## src/rtl/cda_pkg.sv

```systemverilog
`timescale 1ns / 1ps

package cda_pkg;

   localparam int ADVANCE_COUNT_W = 10;

   localparam logic [0:0]  ACTION_SET     = 1'b0;
   localparam logic [0:0]  ACTION_ADVANCE = 1'b1;

   localparam logic [11:0] YEAR_MIN  = 12'd1900;
   localparam logic [11:0] YEAR_MAX  = 12'd2100;
   localparam logic [11:0] YEAR_TOP  = 12'd4095;
   localparam logic [3:0]  MONTH_JAN = 4'd1;
   localparam logic [3:0]  MONTH_FEB = 4'd2;
   localparam logic [3:0]  MONTH_DEC = 4'd12;
   localparam logic [4:0]  DAY_FIRST = 5'd1;
   localparam logic [4:0]  DAY_LAST  = 5'd31;
   localparam logic [4:0]  FEB_LEAP_DAYS = 5'd29;

   // Year position within the 400-year cycle; 1900 sits at 300.
   localparam logic [8:0]  CYCLE_LEN    = 9'd400;
   localparam logic [8:0]  CYCLE_BASE   = 9'd300;
   localparam logic [8:0]  CYCLE_LAST   = 9'd399;
   localparam logic [8:0]  CYCLE_CENT1  = 9'd100;
   localparam logic [8:0]  CYCLE_CENT2  = 9'd200;
   localparam logic [8:0]  CYCLE_CENT3  = 9'd300;

   localparam logic [4:0] MONTH_LEN [0:15] = '{
      5'd0, 5'd31, 5'd28, 5'd31, 5'd30, 5'd31, 5'd30, 5'd31,
      5'd31, 5'd30, 5'd31, 5'd30, 5'd31, 5'd0, 5'd0, 5'd0
   };

   typedef enum logic [2:0] {
      STATUS_OK        = 3'd0,
      STATUS_BAD_MONTH = 3'd1,
      STATUS_BAD_YEAR  = 3'd2,
      STATUS_BAD_DAY   = 3'd3,
      STATUS_SATURATED = 3'd4
   } status_type;

   typedef struct packed {
      logic [0:0]                 action;
      logic [3:0]                 set_month;
      logic [4:0]                 set_day;
      logic [11:0]                set_year;
      logic [ADVANCE_COUNT_W-1:0] advance_count;
   } req_item_type;

   typedef struct packed {
      logic [4:0]  before_day;
      logic [3:0]  before_month;
      logic [11:0] before_year;
      logic [4:0]  after_day;
      logic [3:0]  after_month;
      logic [11:0] after_year;
      logic [2:0]  status;
   } rsp_item_type;

   typedef enum logic [1:0] {
      ST_IDLE   = 2'd0,
      ST_RUN    = 2'd1,
      ST_FINISH = 2'd2
   } ctrl_state_type;

   typedef struct packed {
      logic load;
      logic apply_set;
      logic step;
      logic saturate;
      logic publish;
   } cda_cmd_type;

   typedef struct packed {
      logic is_set;
      logic count_zero;
      logic at_top;
   } cda_stat_type;

   function automatic logic [4:0] days_in(input logic [3:0] month, input logic leap);
      logic [4:0] len;
      len = MONTH_LEN[month];
      if (month == MONTH_FEB && leap) begin
         len = FEB_LEAP_DAYS;
      end
      return len;
   endfunction

endpackage

```

## src/rtl/cda_if.sv

```systemverilog
`timescale 1ns / 1ps

interface cda_req_if import cda_pkg::*; ();
   logic         valid;
   logic         ready;
   req_item_type item;

   modport source (output valid, output item, input ready);
   modport sink   (input valid, input item, output ready);
endinterface

interface cda_rsp_if import cda_pkg::*; ();
   logic         valid;
   logic         ready;
   rsp_item_type item;

   modport source (output valid, output item, input ready);
   modport sink   (input valid, input item, output ready);
endinterface

```

## src/rtl/cda_datapath.sv

```systemverilog
`timescale 1ns / 1ps

module cda_datapath import cda_pkg::*; #(
   parameter int COUNT_W = 10
) (
   input  logic         clock,
   input  logic         reset,
   input  req_item_type req_item,
   input  cda_cmd_type  cmd,
   output cda_stat_type stat,
   output rsp_item_type rsp_item
);

   logic [4:0]         day_ff, day_in;
   logic [3:0]         month_ff, month_in;
   logic [11:0]        year_ff, year_in;
   logic [8:0]         cycle_ff, cycle_in;
   logic [COUNT_W-1:0] count_ff, count_in;
   status_type         status_ff, status_in;

   logic               is_set_ff;
   logic [3:0]         set_month_ff;
   logic [4:0]         set_day_ff;
   logic [11:0]        set_year_ff;
   logic [4:0]         bday_ff;
   logic [3:0]         bmonth_ff;
   logic [11:0]        byear_ff;
   rsp_item_type       rsp_ff;

   logic               leap_cur;
   logic [4:0]         dim_cur;
   logic               set_leap;
   logic [4:0]         set_dim;
   status_type         set_code;
   logic [11:0]        year_off;
   logic [8:0]         cycle_raw;
   logic [8:0]         cycle_load;
   logic [8:0]         cycle_next;

   assign leap_cur = (cycle_ff == '0) ||
                     (cycle_ff[1:0] == 2'b00 && cycle_ff != CYCLE_CENT1 &&
                      cycle_ff != CYCLE_CENT2 && cycle_ff != CYCLE_CENT3);
   assign dim_cur  = days_in(month_ff, leap_cur);

   // Within the loadable year range only 1900 and 2100 break the four-year rule.
   assign set_leap = (set_year_ff[1:0] == 2'b00) && (set_year_ff != YEAR_MIN) &&
                     (set_year_ff != YEAR_MAX);
   assign set_dim  = days_in(set_month_ff, set_leap);

   always_comb begin
      if (set_month_ff < MONTH_JAN || set_month_ff > MONTH_DEC) begin
         set_code = STATUS_BAD_MONTH;
      end else if (set_year_ff < YEAR_MIN || set_year_ff > YEAR_MAX) begin
         set_code = STATUS_BAD_YEAR;
      end else if (set_day_ff < DAY_FIRST || set_day_ff > set_dim) begin
         set_code = STATUS_BAD_DAY;
      end else begin
         set_code = STATUS_OK;
      end
   end

   assign year_off   = set_year_ff - YEAR_MIN;
   assign cycle_raw  = year_off[8:0] + CYCLE_BASE;
   assign cycle_load = (cycle_raw >= CYCLE_LEN) ? cycle_raw - CYCLE_LEN : cycle_raw;
   assign cycle_next = (cycle_ff == CYCLE_LAST) ? '0 : cycle_ff + 9'd1;

   assign stat.is_set     = is_set_ff;
   assign stat.count_zero = (count_ff == '0);
   assign stat.at_top     = (year_ff == YEAR_TOP) && (month_ff == MONTH_DEC) &&
                            (day_ff == DAY_LAST);

   always_comb begin
      day_in    = day_ff;
      month_in  = month_ff;
      year_in   = year_ff;
      cycle_in  = cycle_ff;
      count_in  = count_ff;
      status_in = status_ff;
      if (cmd.load) begin
         count_in  = req_item.advance_count[COUNT_W-1:0];
         status_in = STATUS_OK;
      end
      if (cmd.apply_set) begin
         status_in = set_code;
         if (set_code == STATUS_OK) begin
            day_in   = set_day_ff;
            month_in = set_month_ff;
            year_in  = set_year_ff;
            cycle_in = cycle_load;
         end
      end
      if (cmd.saturate) begin
         status_in = STATUS_SATURATED;
      end
      if (cmd.step) begin
         count_in = count_ff - COUNT_W'(1);
         if (day_ff < dim_cur) begin
            day_in = day_ff + 5'd1;
         end else if (month_ff < MONTH_DEC) begin
            month_in = month_ff + 4'd1;
            day_in   = DAY_FIRST;
         end else begin
            year_in  = year_ff + 12'd1;
            cycle_in = cycle_next;
            month_in = MONTH_JAN;
            day_in   = DAY_FIRST;
         end
      end
   end

   always_ff @(posedge clock) begin
      if (reset) begin
         day_ff    <= DAY_FIRST;
         month_ff  <= MONTH_JAN;
         year_ff   <= YEAR_MIN;
         cycle_ff  <= CYCLE_BASE;
         count_ff  <= '0;
         status_ff <= STATUS_OK;
      end else begin
         day_ff    <= day_in;
         month_ff  <= month_in;
         year_ff   <= year_in;
         cycle_ff  <= cycle_in;
         count_ff  <= count_in;
         status_ff <= status_in;
      end
   end

   always_ff @(posedge clock) begin
      if (cmd.load) begin
         is_set_ff    <= (req_item.action == ACTION_SET);
         set_month_ff <= req_item.set_month;
         set_day_ff   <= req_item.set_day;
         set_year_ff  <= req_item.set_year;
         bday_ff      <= day_ff;
         bmonth_ff    <= month_ff;
         byear_ff     <= year_ff;
      end
      if (cmd.publish) begin
         rsp_ff.before_day   <= bday_ff;
         rsp_ff.before_month <= bmonth_ff;
         rsp_ff.before_year  <= byear_ff;
         rsp_ff.after_day    <= day_ff;
         rsp_ff.after_month  <= month_ff;
         rsp_ff.after_year   <= year_ff;
         rsp_ff.status       <= status_ff;
      end
   end

   assign rsp_item = rsp_ff;

endmodule

```

## src/rtl/cda_ctrl.sv

```systemverilog
`timescale 1ns / 1ps

module cda_ctrl import cda_pkg::*; (
   input  logic         clock,
   input  logic         reset,
   input  logic         req_valid,
   output logic         req_ready,
   output logic         rsp_valid,
   input  logic         rsp_ready,
   input  cda_stat_type stat,
   output cda_cmd_type  cmd
);

   ctrl_state_type state_ff, state_in;
   logic           out_valid_ff, out_valid_in;
   logic           out_free;

   assign out_free = !out_valid_ff || rsp_ready;

   always_comb begin
      state_in = state_ff;
      case (state_ff)
         ST_IDLE: begin
            if (req_valid) begin
               state_in = ST_RUN;
            end
         end
         ST_RUN: begin
            if (stat.is_set || stat.count_zero || stat.at_top) begin
               state_in = ST_FINISH;
            end
         end
         ST_FINISH: begin
            if (out_free) begin
               state_in = ST_IDLE;
            end
         end
         default: begin
            state_in = ST_IDLE;
         end
      endcase
   end

   always_comb begin
      cmd       = '0;
      req_ready = 1'b0;
      case (state_ff)
         ST_IDLE: begin
            req_ready = 1'b1;
            cmd.load  = req_valid;
         end
         ST_RUN: begin
            if (stat.is_set) begin
               cmd.apply_set = 1'b1;
            end else if (!stat.count_zero) begin
               cmd.saturate = stat.at_top;
               cmd.step     = !stat.at_top;
            end
         end
         ST_FINISH: begin
            cmd.publish = out_free;
         end
         default: begin
            cmd = '0;
         end
      endcase
   end

   always_comb begin
      out_valid_in = out_valid_ff;
      if (cmd.publish) begin
         out_valid_in = 1'b1;
      end else if (rsp_ready) begin
         out_valid_in = 1'b0;
      end
   end

   always_ff @(posedge clock) begin
      if (reset) begin
         state_ff     <= ST_IDLE;
         out_valid_ff <= 1'b0;
      end else begin
         state_ff     <= state_in;
         out_valid_ff <= out_valid_in;
      end
   end

   assign rsp_valid = out_valid_ff;

endmodule

```

## src/rtl/calendar_date_advancer_core.sv

```systemverilog
`timescale 1ns / 1ps
// A set item loads its date if the date is valid; an advance item steps the date by n days
// (low COUNT_BITS bits of the count), stopping at 31 December 4095. The result is registered
// and held until taken; a new item is accepted only once the last result is published.
// The date register is stepped by one day per cycle.
// Reset is synchronous and active high; it loads 1 January 1900 and empties the output.

module calendar_date_advancer_core import cda_pkg::*; #(
   parameter int COUNT_BITS = 10
) (
   input logic        clock,
   input logic        reset,
   cda_req_if.sink    req_ch,
   cda_rsp_if.source  rsp_ch
);

   localparam int COUNT_W = (COUNT_BITS < ADVANCE_COUNT_W) ? COUNT_BITS : ADVANCE_COUNT_W;

   cda_cmd_type  cmd;
   cda_stat_type stat;

   cda_ctrl u_ctrl (
      .clock     (clock),
      .reset     (reset),
      .req_valid (req_ch.valid),
      .req_ready (req_ch.ready),
      .rsp_valid (rsp_ch.valid),
      .rsp_ready (rsp_ch.ready),
      .stat      (stat),
      .cmd       (cmd)
   );

   cda_datapath #(
      .COUNT_W (COUNT_W)
   ) u_datapath (
      .clock    (clock),
      .reset    (reset),
      .req_item (req_ch.item),
      .cmd      (cmd),
      .stat     (stat),
      .rsp_item (rsp_ch.item)
   );

endmodule

```

## src/flat_wrapper.sv

```systemverilog
// flat-port wrapper written by rule: the top's interface ports become plain ports
module calendar_date_advancer_core_flat import cda_pkg::*;
#(
   parameter int COUNT_BITS = 10
)
  (clock, reset, req_ch_valid, req_ch_item, req_ch_ready, rsp_ch_valid, rsp_ch_item, rsp_ch_ready);
  cda_req_if req_ch_i ();
  cda_rsp_if rsp_ch_i ();
  input logic clock;
  input logic reset;
  input wire logic [$bits(req_ch_i.valid)-1:0] req_ch_valid;
  input wire logic [$bits(req_ch_i.item)-1:0] req_ch_item;
  output wire logic [$bits(req_ch_i.ready)-1:0] req_ch_ready;
  output wire logic [$bits(rsp_ch_i.valid)-1:0] rsp_ch_valid;
  output wire logic [$bits(rsp_ch_i.item)-1:0] rsp_ch_item;
  input wire logic [$bits(rsp_ch_i.ready)-1:0] rsp_ch_ready;
  assign req_ch_i.valid = req_ch_valid;
  assign req_ch_i.item = req_ch_item;
  assign req_ch_ready = req_ch_i.ready;
  assign rsp_ch_valid = rsp_ch_i.valid;
  assign rsp_ch_item = rsp_ch_i.item;
  assign rsp_ch_i.ready = rsp_ch_ready;
  calendar_date_advancer_core #(.COUNT_BITS(COUNT_BITS)) u_core (.clock(clock), .reset(reset), .req_ch(req_ch_i), .rsp_ch(rsp_ch_i));
endmodule
```

## config.mk

```make
export PLATFORM = sky130hd
export DESIGN_NAME = calendar_date_advancer_core_flat
export DESIGN_NICKNAME = d
export VERILOG_FILES = /design/src/rtl/cda_pkg.sv /design/src/rtl/cda_if.sv /design/src/rtl/cda_datapath.sv /design/src/rtl/cda_ctrl.sv /design/src/rtl/calendar_date_advancer_core.sv /design/src/flat_wrapper.sv
export SDC_FILE = /design/constraint.sdc
export NUM_CORES = 1
export LEC_CHECK = 0
export ABC_AREA = 0
export ABC_CLOCK_PERIOD_IN_PS = 3500
export BUFFER_PORTS_ARGS = -buffer_cell sky130_fd_sc_hd__buf_2
export CORE_AREA = 2 2 118 109
export DETAILED_ROUTE_END_ITERATION = 12
export DIE_AREA = 0 0 120 111
export GPL_ROUTABILITY_DRIVEN = 0
export PLACE_DENSITY = 0.75
export SETUP_SLACK_MARGIN = 0.05
export SLEW_MARGIN = 20
export SYNTH_ARGS = -nofsm -noshare
export SYNTH_HDL_FRONTEND = slang
export SYNTH_SLANG_ARGS = --single-unit
```

## constraint.sdc

```tcl
create_clock -name clock -period 3.5 [get_ports clock]
set_clock_uncertainty 0.15 [all_clocks]
set_input_delay 0.7 -clock clock [delete_from_list [all_inputs] [get_ports clock]]
set_output_delay 0.7 -clock clock [all_outputs]
set_load 0.03 [all_outputs]
```

After elaboration in Yosys (flattened, before gate mapping)
Memories as Yosys holds them, arrays and structs flattened.
Index checks and enable logic that the tools add are counted.
{"block": "totals", "mem_bits_rw": 0, "out_inout_bits": 47, "memories": 2, "register_bits": 134, "romBits": 160, "latchBits": 0}
{"memory": "(no name shown)", "depth": 16, "word_bits": 5, "rd": 1, "rd_ports_with_merged_regs": 0, "wr": 0, "line": "cda_pkg.sv:81", "rtl": "len = MONTH_LEN[month];"}
{"memory": "(no name shown)", "depth": 16, "word_bits": 5, "rd": 1, "rd_ports_with_merged_regs": 0, "wr": 0, "line": "cda_pkg.sv:81"}
{"block": "op_classes", "reduce_logical": 33, "shifts": 0, "magnitude_cmp": 11, "n_bitwise": 3, "mux": 48, "n_mul": 0, "eq_ne": 16, "addsub": 8, "div_mod_pow": 0}
{"operator": "2-to-1 mux 9 bit", "count": 7}
{"operator": "2-to-1 mux 12 bit", "count": 5}
{"operator": "2-to-1 mux 5 bit", "count": 10}
{"operator": "2-to-1 mux 10 bit", "count": 2}
{"operator": "2-to-1 mux 4 bit", "count": 5}
{"operator": "subtractor 9 bit, second input constant", "count": 2}
{"operator": "2-to-1 mux 2 bit", "count": 8}
{"operator": "adder 12 x 1 -> 12 bit, second input constant", "count": 1}
{"operator": "equality test 12 bit, second input constant", "count": 1}
{"operator": "greater-than comparator 12 bit, second input constant", "count": 1}
{"operator": "less-than comparator 12 x 11 -> 1 bit, second input constant", "count": 1}
{"operator": "2-to-1 mux 3 bit", "count": 4}
{"operator": "!= test 12 x 11 -> 1 bit, second input constant", "count": 1}
{"operator": "!= test 12 bit, second input constant", "count": 1}
{"operator": "greater-or-equal comparator 5 bit, second input constant", "count": 2}
{"operator": "zero test 10 bit", "count": 1}
{"operator": "inverter 4 -> 5 bit", "count": 2}
{"operator": "nonzero test 2 bit", "count": 5}
{"operator": "subtractor 10 x 1 -> 10 bit, second input constant", "count": 1}
{"operator": "adder 9 x 1 -> 9 bit, second input constant", "count": 1}
{"operator": "adder 9 bit, second input constant", "count": 1}
{"operator": "equality test 9 bit, second input constant", "count": 1}
{"operator": "greater-or-equal comparator 9 bit, second input constant", "count": 1}
{"operator": "logical AND 1 bit", "count": 9}
{"operator": "29 further kinds", "count": 46}

Longest topological paths before layout
{"block": "logic_depth", "depth_word": 16, "mapped_depth": 13, "depth_no_buf": 12}

Hierarchy
A second synthesis with hierarchy kept.
{"block": "hier_totals", "cells_unflattened": 537, "area_unflattened_um2": 6132.1}
{"module": "cda_datapath", "cells_per_inst": 516, "n_inst": 1, "area_each_um2": 5960.7}
{"module": "cda_ctrl", "cells_per_inst": 21, "n_inst": 1, "area_each_um2": 171.4}

Least setup slack after synthesis
No wires, ideal clock.
{"block": "synth_path", "path_kind": "flip-flop to flip-flop", "startpoint": "register u_core.u_datapath.cycle_ff[6]", "endpoint": "register u_core.u_datapath.year_ff[2]", "synth_period_minus_slack_ns": 3.602, "t_required_ns": 3.213, "arrival_time_ns": 3.315, "setup_ns": 0.137, "path_slack_ns": -0.102, "stages_incl_launch_ff": 14, "cell_sequence": "dfxtp_1 buf_6 or3b_4 a2111oi_4 or2_2 o21a_1 ha_1 a21o_1 a21o_1 a221o_1 o2111ai_4 clkbuf_1 mux2i_1 a22oi_1"}
{"block": "synth_between", "elab_chain_len": 10, "elab_cells_between_ends": 13, "classes_between": "order compare: 1; eq/ne: 3; mux: 3; reduce/logical: 6"}
{"element": "start: declaration", "line": "cda_datapath.sv:17", "rtl": "logic [8:0] cycle_ff, cycle_in;"}
{"element": "start signal: assignment", "line": "cda_datapath.sv:123", "rtl": "cycle_ff <= cycle_in;"}
{"element": "!= test 9 x 7 -> 1 bit", "line": "cda_datapath.sv:41", "rtl": "(cycle_ff[1:0] == 2'b00 && cycle_ff != CYCLE_CENT1 &&"}
{"element": "logical AND 1 bit (2 in a row)", "line": "cda_datapath.sv:41"}
{"element": "logical AND 1 bit", "line": "cda_datapath.sv:42", "rtl": "cycle_ff != CYCLE_CENT2 && cycle_ff != CYCLE_CENT3);"}
{"element": "logical OR 1 bit *", "line": "cda_datapath.sv:40", "rtl": "assign leap_cur = (cycle_ff == '0) ||"}
{"element": "logical AND 1 bit *", "line": "cda_pkg.sv:82", "rtl": "if (month == MONTH_FEB && leap) begin"}
{"element": "2-to-1 mux 5 bit *", "line": "cda_pkg.sv:82"}
{"element": "less-than comparator 5 bit *", "line": "cda_datapath.sv:97", "rtl": "if (day_ff < dim_cur) begin"}
{"element": "2-to-1 mux 12 bit *", "line": "cda_datapath.sv:97"}
{"element": "2-to-1 mux 12 bit *", "line": "cda_datapath.sv:95", "rtl": "if (cmd.step) begin"}
{"element": "end signal: assignment", "line": "cda_datapath.sv:122", "rtl": "year_ff <= year_in;"}
{"element": "end: declaration", "line": "cda_datapath.sv:16", "rtl": "logic [11:0] year_ff, year_in;"}
Every way passes the cells marked *; elsewhere a longest branch is shown, timed or not.
A chain may end at the register's enable or synchronous reset.

Final worst setup path
{"block": "layout_path", "startpoint": "register u_core.u_datapath.cycle_ff[8]", "endpoint": "register u_core.u_datapath.cycle_ff[5]"}
{"block": "layout_between", "elab_chain_len": 10, "elab_cells_between_ends": 16, "classes_between": "order compare: 1; eq/ne: 4; mux: 5; reduce/logical: 6"}
{"element": "!= test 9 x 7 -> 1 bit", "line": "cda_datapath.sv:41"}
{"element": "logical AND 1 bit (2 in a row)", "line": "cda_datapath.sv:41"}
{"element": "logical AND 1 bit", "line": "cda_datapath.sv:42"}
{"element": "logical OR 1 bit", "line": "cda_datapath.sv:40"}
{"element": "logical AND 1 bit", "line": "cda_pkg.sv:82"}
{"element": "2-to-1 mux 5 bit", "line": "cda_pkg.sv:82"}
{"element": "less-than comparator 5 bit", "line": "cda_datapath.sv:97"}
{"element": "2-to-1 mux 9 bit *", "line": "cda_datapath.sv:97"}
{"element": "2-to-1 mux 9 bit *", "line": "cda_datapath.sv:95"}
Marks and branches as above.

==> flow_metrics.env <==
export IMPL_status="finished, final reports clean"
export IMPL_overflow=0
export IMPL_clk_latency_ns=0.42
export IMPL_clock_sinks=134
export IMPL_antennaDiodeCount=0
export IMPL_clockBufferDepth=2
export IMPL_finalMaxSlewViolations=0
export IMPL_drc_errors=0
export IMPL_cpMostUsedCell="a21o_1"
export IMPL_ys_seq_elements=134
export IMPL_synthArstFlopShare=0
export IMPL_vias_per_cell=5.87
export IMPL_final_min_clock_period_ns=3.44
export IMPL_slew_headroom=0.311
export IMPL_cts_clk_slew_worst_paths_ns=0.06
export IMPL_drt_wl_total_um=14000
export IMPL_drtAntennaViolNets=0
export IMPL_irDropWorstVdd_v=0.000308
export IMPL_leakage_uw=0.00291
export IMPL_grt_antenna_before_repair=0
export IMPL_synth_area_leaders="edfxtp_1 (43%), dfxtp_1 (15%), ha_1 (4.9%)"
export IMPL_critPathSlowestCell="a221o_1"
export IMPL_grt_pass1_vias=4502
export IMPL_drt_iter0_markers=471
export IMPL_avgSynthCellArea_sq_um=11.8
export IMPL_hold_path_class="flip-flop to flip-flop"
export IMPL_p_per_area_nw_per_um2=519
export IMPL_drt_wirelength_per_cell_um=17.1
export IMPL_synth_ff_type="edfxtp_1"
export IMPL_synth_area_leader_cell="edfxtp_1"
export IMPL_firstDrtPassIters=5
export IMPL_holdWs_ns=0.267
export IMPL_nets=703
export IMPL_io_pins=83
export IMPL_crit_path_cell_trace="or3b_4 -> a2111oi_4 -> or2_4 -> o21a_4 -> ha_4 -> a21o_1 -> a21o_1 -> a221o_1 -> o2111ai_4 -> buf_6 -> buf_12 -> o22ai_2 -> a22oi_2"
export IMPL_tns_ns=0
export IMPL_startpoint_type="flip-flop"
export IMPL_htreeDepth=4
export IMPL_coreArea_sq_um=12200
export IMPL_synth_edf_count=88
export IMPL_worstSetupPathType="flip-flop to flip-flop"
export IMPL_critPathMaxFanout=5
export IMPL_die_area_sq_um=13300
export IMPL_drive_gt1_frac=0.297
export IMPL_cts_root_buf="clkbuf_16"
export IMPL_yosysMostFrequentCell="edfxtp_1"
export IMPL_grt_pass1_wl_um=21900
export IMPL_portBuffers=82
export IMPL_synth_top_area_share=0.428
export IMPL_yosysWarnings=0
export IMPL_finalHoldViolCount=0
export IMPL_required_ns=3.71
export IMPL_setup_viol=0
export IMPL_endpoint_kind="flip-flop"
export IMPL_postCtsHoldBufs=0
export IMPL_grt_setup_unrepaired="true"
export IMPL_die_h_um=111
export IMPL_synth_cell_types=77
export IMPL_place_hpwl_um=9240
export IMPL_crit_buf_inv=2
export IMPL_synthTopCellsByCount="edfxtp_1 (88), dfxtp_1 (46), nor2_1 (39)"
export IMPL_tritoncts="built"
export IMPL_numCtsBuffers=17
export IMPL_grtUsageTotal=0.209
export IMPL_grt_max_degree=50
export IMPL_synth_seq_area_share=0.578
export IMPL_tightestPinTransition_ns=1.03
export IMPL_fp_row_count=39
export IMPL_syn_inst=523
export IMPL_worstPathArrival_ns=3.64
export IMPL_syn_to_final_growth_pct=26.6
export IMPL_via_count=4811
export IMPL_syn_num_nets=583
export IMPL_die_w_um=120
export IMPL_max_freq_mhz=291
export IMPL_start_util=0.504
export IMPL_cp_top_family="compound AO/OA/AOI/OAI gates"
export IMPL_period_share=0.982
export IMPL_slowest_delay_ns=0.40
export IMPL_syn_area_sq_um=6170
export IMPL_cap_violations=0
through the flow:
step	utilization	instance area [sq um]	worst slack [ns]	total power (uW)	std cells
2_1_floorplan	-	6190	0.00169	2050	523
3_3_place_gp	0.566	6930	0.135	2150	779
3_5_place_dp	0.566	6930	0.0336	2160	779
4_1_cts	0.622	7620	0.0744	4060	813
5_1_grt	0.637	7810	-0.0754	4170	820
6_report	0.637	7810	0.0638	4050	820
layer usage:
layer,GRT usage,part of all wire,vias up
li1,-,-,2258
met1,0.283,0.43,2291
met2,0.318,0.48,239
met3,0.0689,0.079,23
met4,0.0698,0.017,0
met5,0,0,-
final cells by class:
type | instances | area [sq um]
clock buffers | 17 | 425
clock inverters | 15 | 210
fillers | 909 | 4440
inverters | 21 | 78.8
multi-input cells | 346 | 2540
flip-flops and latches | 134 | 3570
well taps | 164 | 205
repair buffers | 123 | 781
logic make-up after synthesis:
| family | share of synthesized area |
|---|---|
| AND/OR/NAND/NOR | 0.148 |
| AO/OA/AOI/OAI | 0.167 |
| buffers and inverters | 0.0314 |
| flip-flops | 0.578 |
| multiplexers | 0.0164 |
| XOR/XNOR | 0.0114 |
| adder cells (fa/ha/maj) | 0.0487 |
worst register-to-register path: cells and delay by family, from the launching register on:
kind,cells,cell delay (ns)
AOI/OAI and AO/OA,8,1.83
and+or+nand+nor,2,0.58
DFF,1,0.31
buffers and inverters,2,0.28
adders and majority gates,1,0.21
what timing repair did:
action / CTS / global route
pin swaps: 5 / 17
gates resized for setup: 7 / 22
gates cloned: 0 / 2
setup endpoints to repair: 5 / 27
setup buffers: 2 / 5
path summary, 6_finish.rpt:
kind / start / endpoint / slack, ns / depth (start not counted)
max reg2reg: u_core.u_datapath.cycle_ff[8] / u_core.u_datapath.cycle_ff[5] / 0.06 / 13
max: u_core.u_datapath.cycle_ff[8] / u_core.u_datapath.cycle_ff[5] / 0.06 / 13
min: u_core.u_datapath.byear_ff[2] / u_core.u_datapath.rsp_item[26] / 0.27 / 0
min reg2reg: u_core.u_datapath.byear_ff[2] / u_core.u_datapath.rsp_item[26] / 0.27 / 0
state kept, by name, summed over array words and instances (netlist names), 2 cells and up:
name                            cells
u_core.u_datapath.bday_ff           5
u_core.u_datapath.cycle_ff          9
u_core.u_datapath.bmonth_ff         4
u_core.u_datapath.byear_ff         12
u_core.u_datapath.set_day_ff        5
u_core.u_datapath.count_ff         10
u_core.u_datapath.month_ff          4
u_core.u_datapath.status_ff         3
u_core.u_datapath.set_year_ff      12
u_core.u_datapath.set_month_ff      4
u_core.u_datapath.rsp_item         45
u_core.u_ctrl.state_ff              2
u_core.u_datapath.year_ff          12
u_core.u_datapath.day_ff            5
cell usage in the layout, fill, tap and decap left out, types with 18 or more instances in the layout:
cell type  instances
buf_2             83
nor2_1            38
clkbuf_16         18
dfxtp_1           43
a21oi_1           25
edfxtp_1          88
nand2_1           36
ha_1              21
inv_1             20
buf_4             31
nand3_1           22
where the power goes:
part / internal, uW / total, uW / leakage (uW) / switching (uW)
Combinational: 123 / 336 / 0.00144 / 213
Clock: 1250 / 1900 / 0.000307 / 650
Sequential: 1760 / 1810 / 0.00116 / 48.9
Total: 3140 / 4050 / 0.00291 / 911
(Power assumes the default switching activity.)
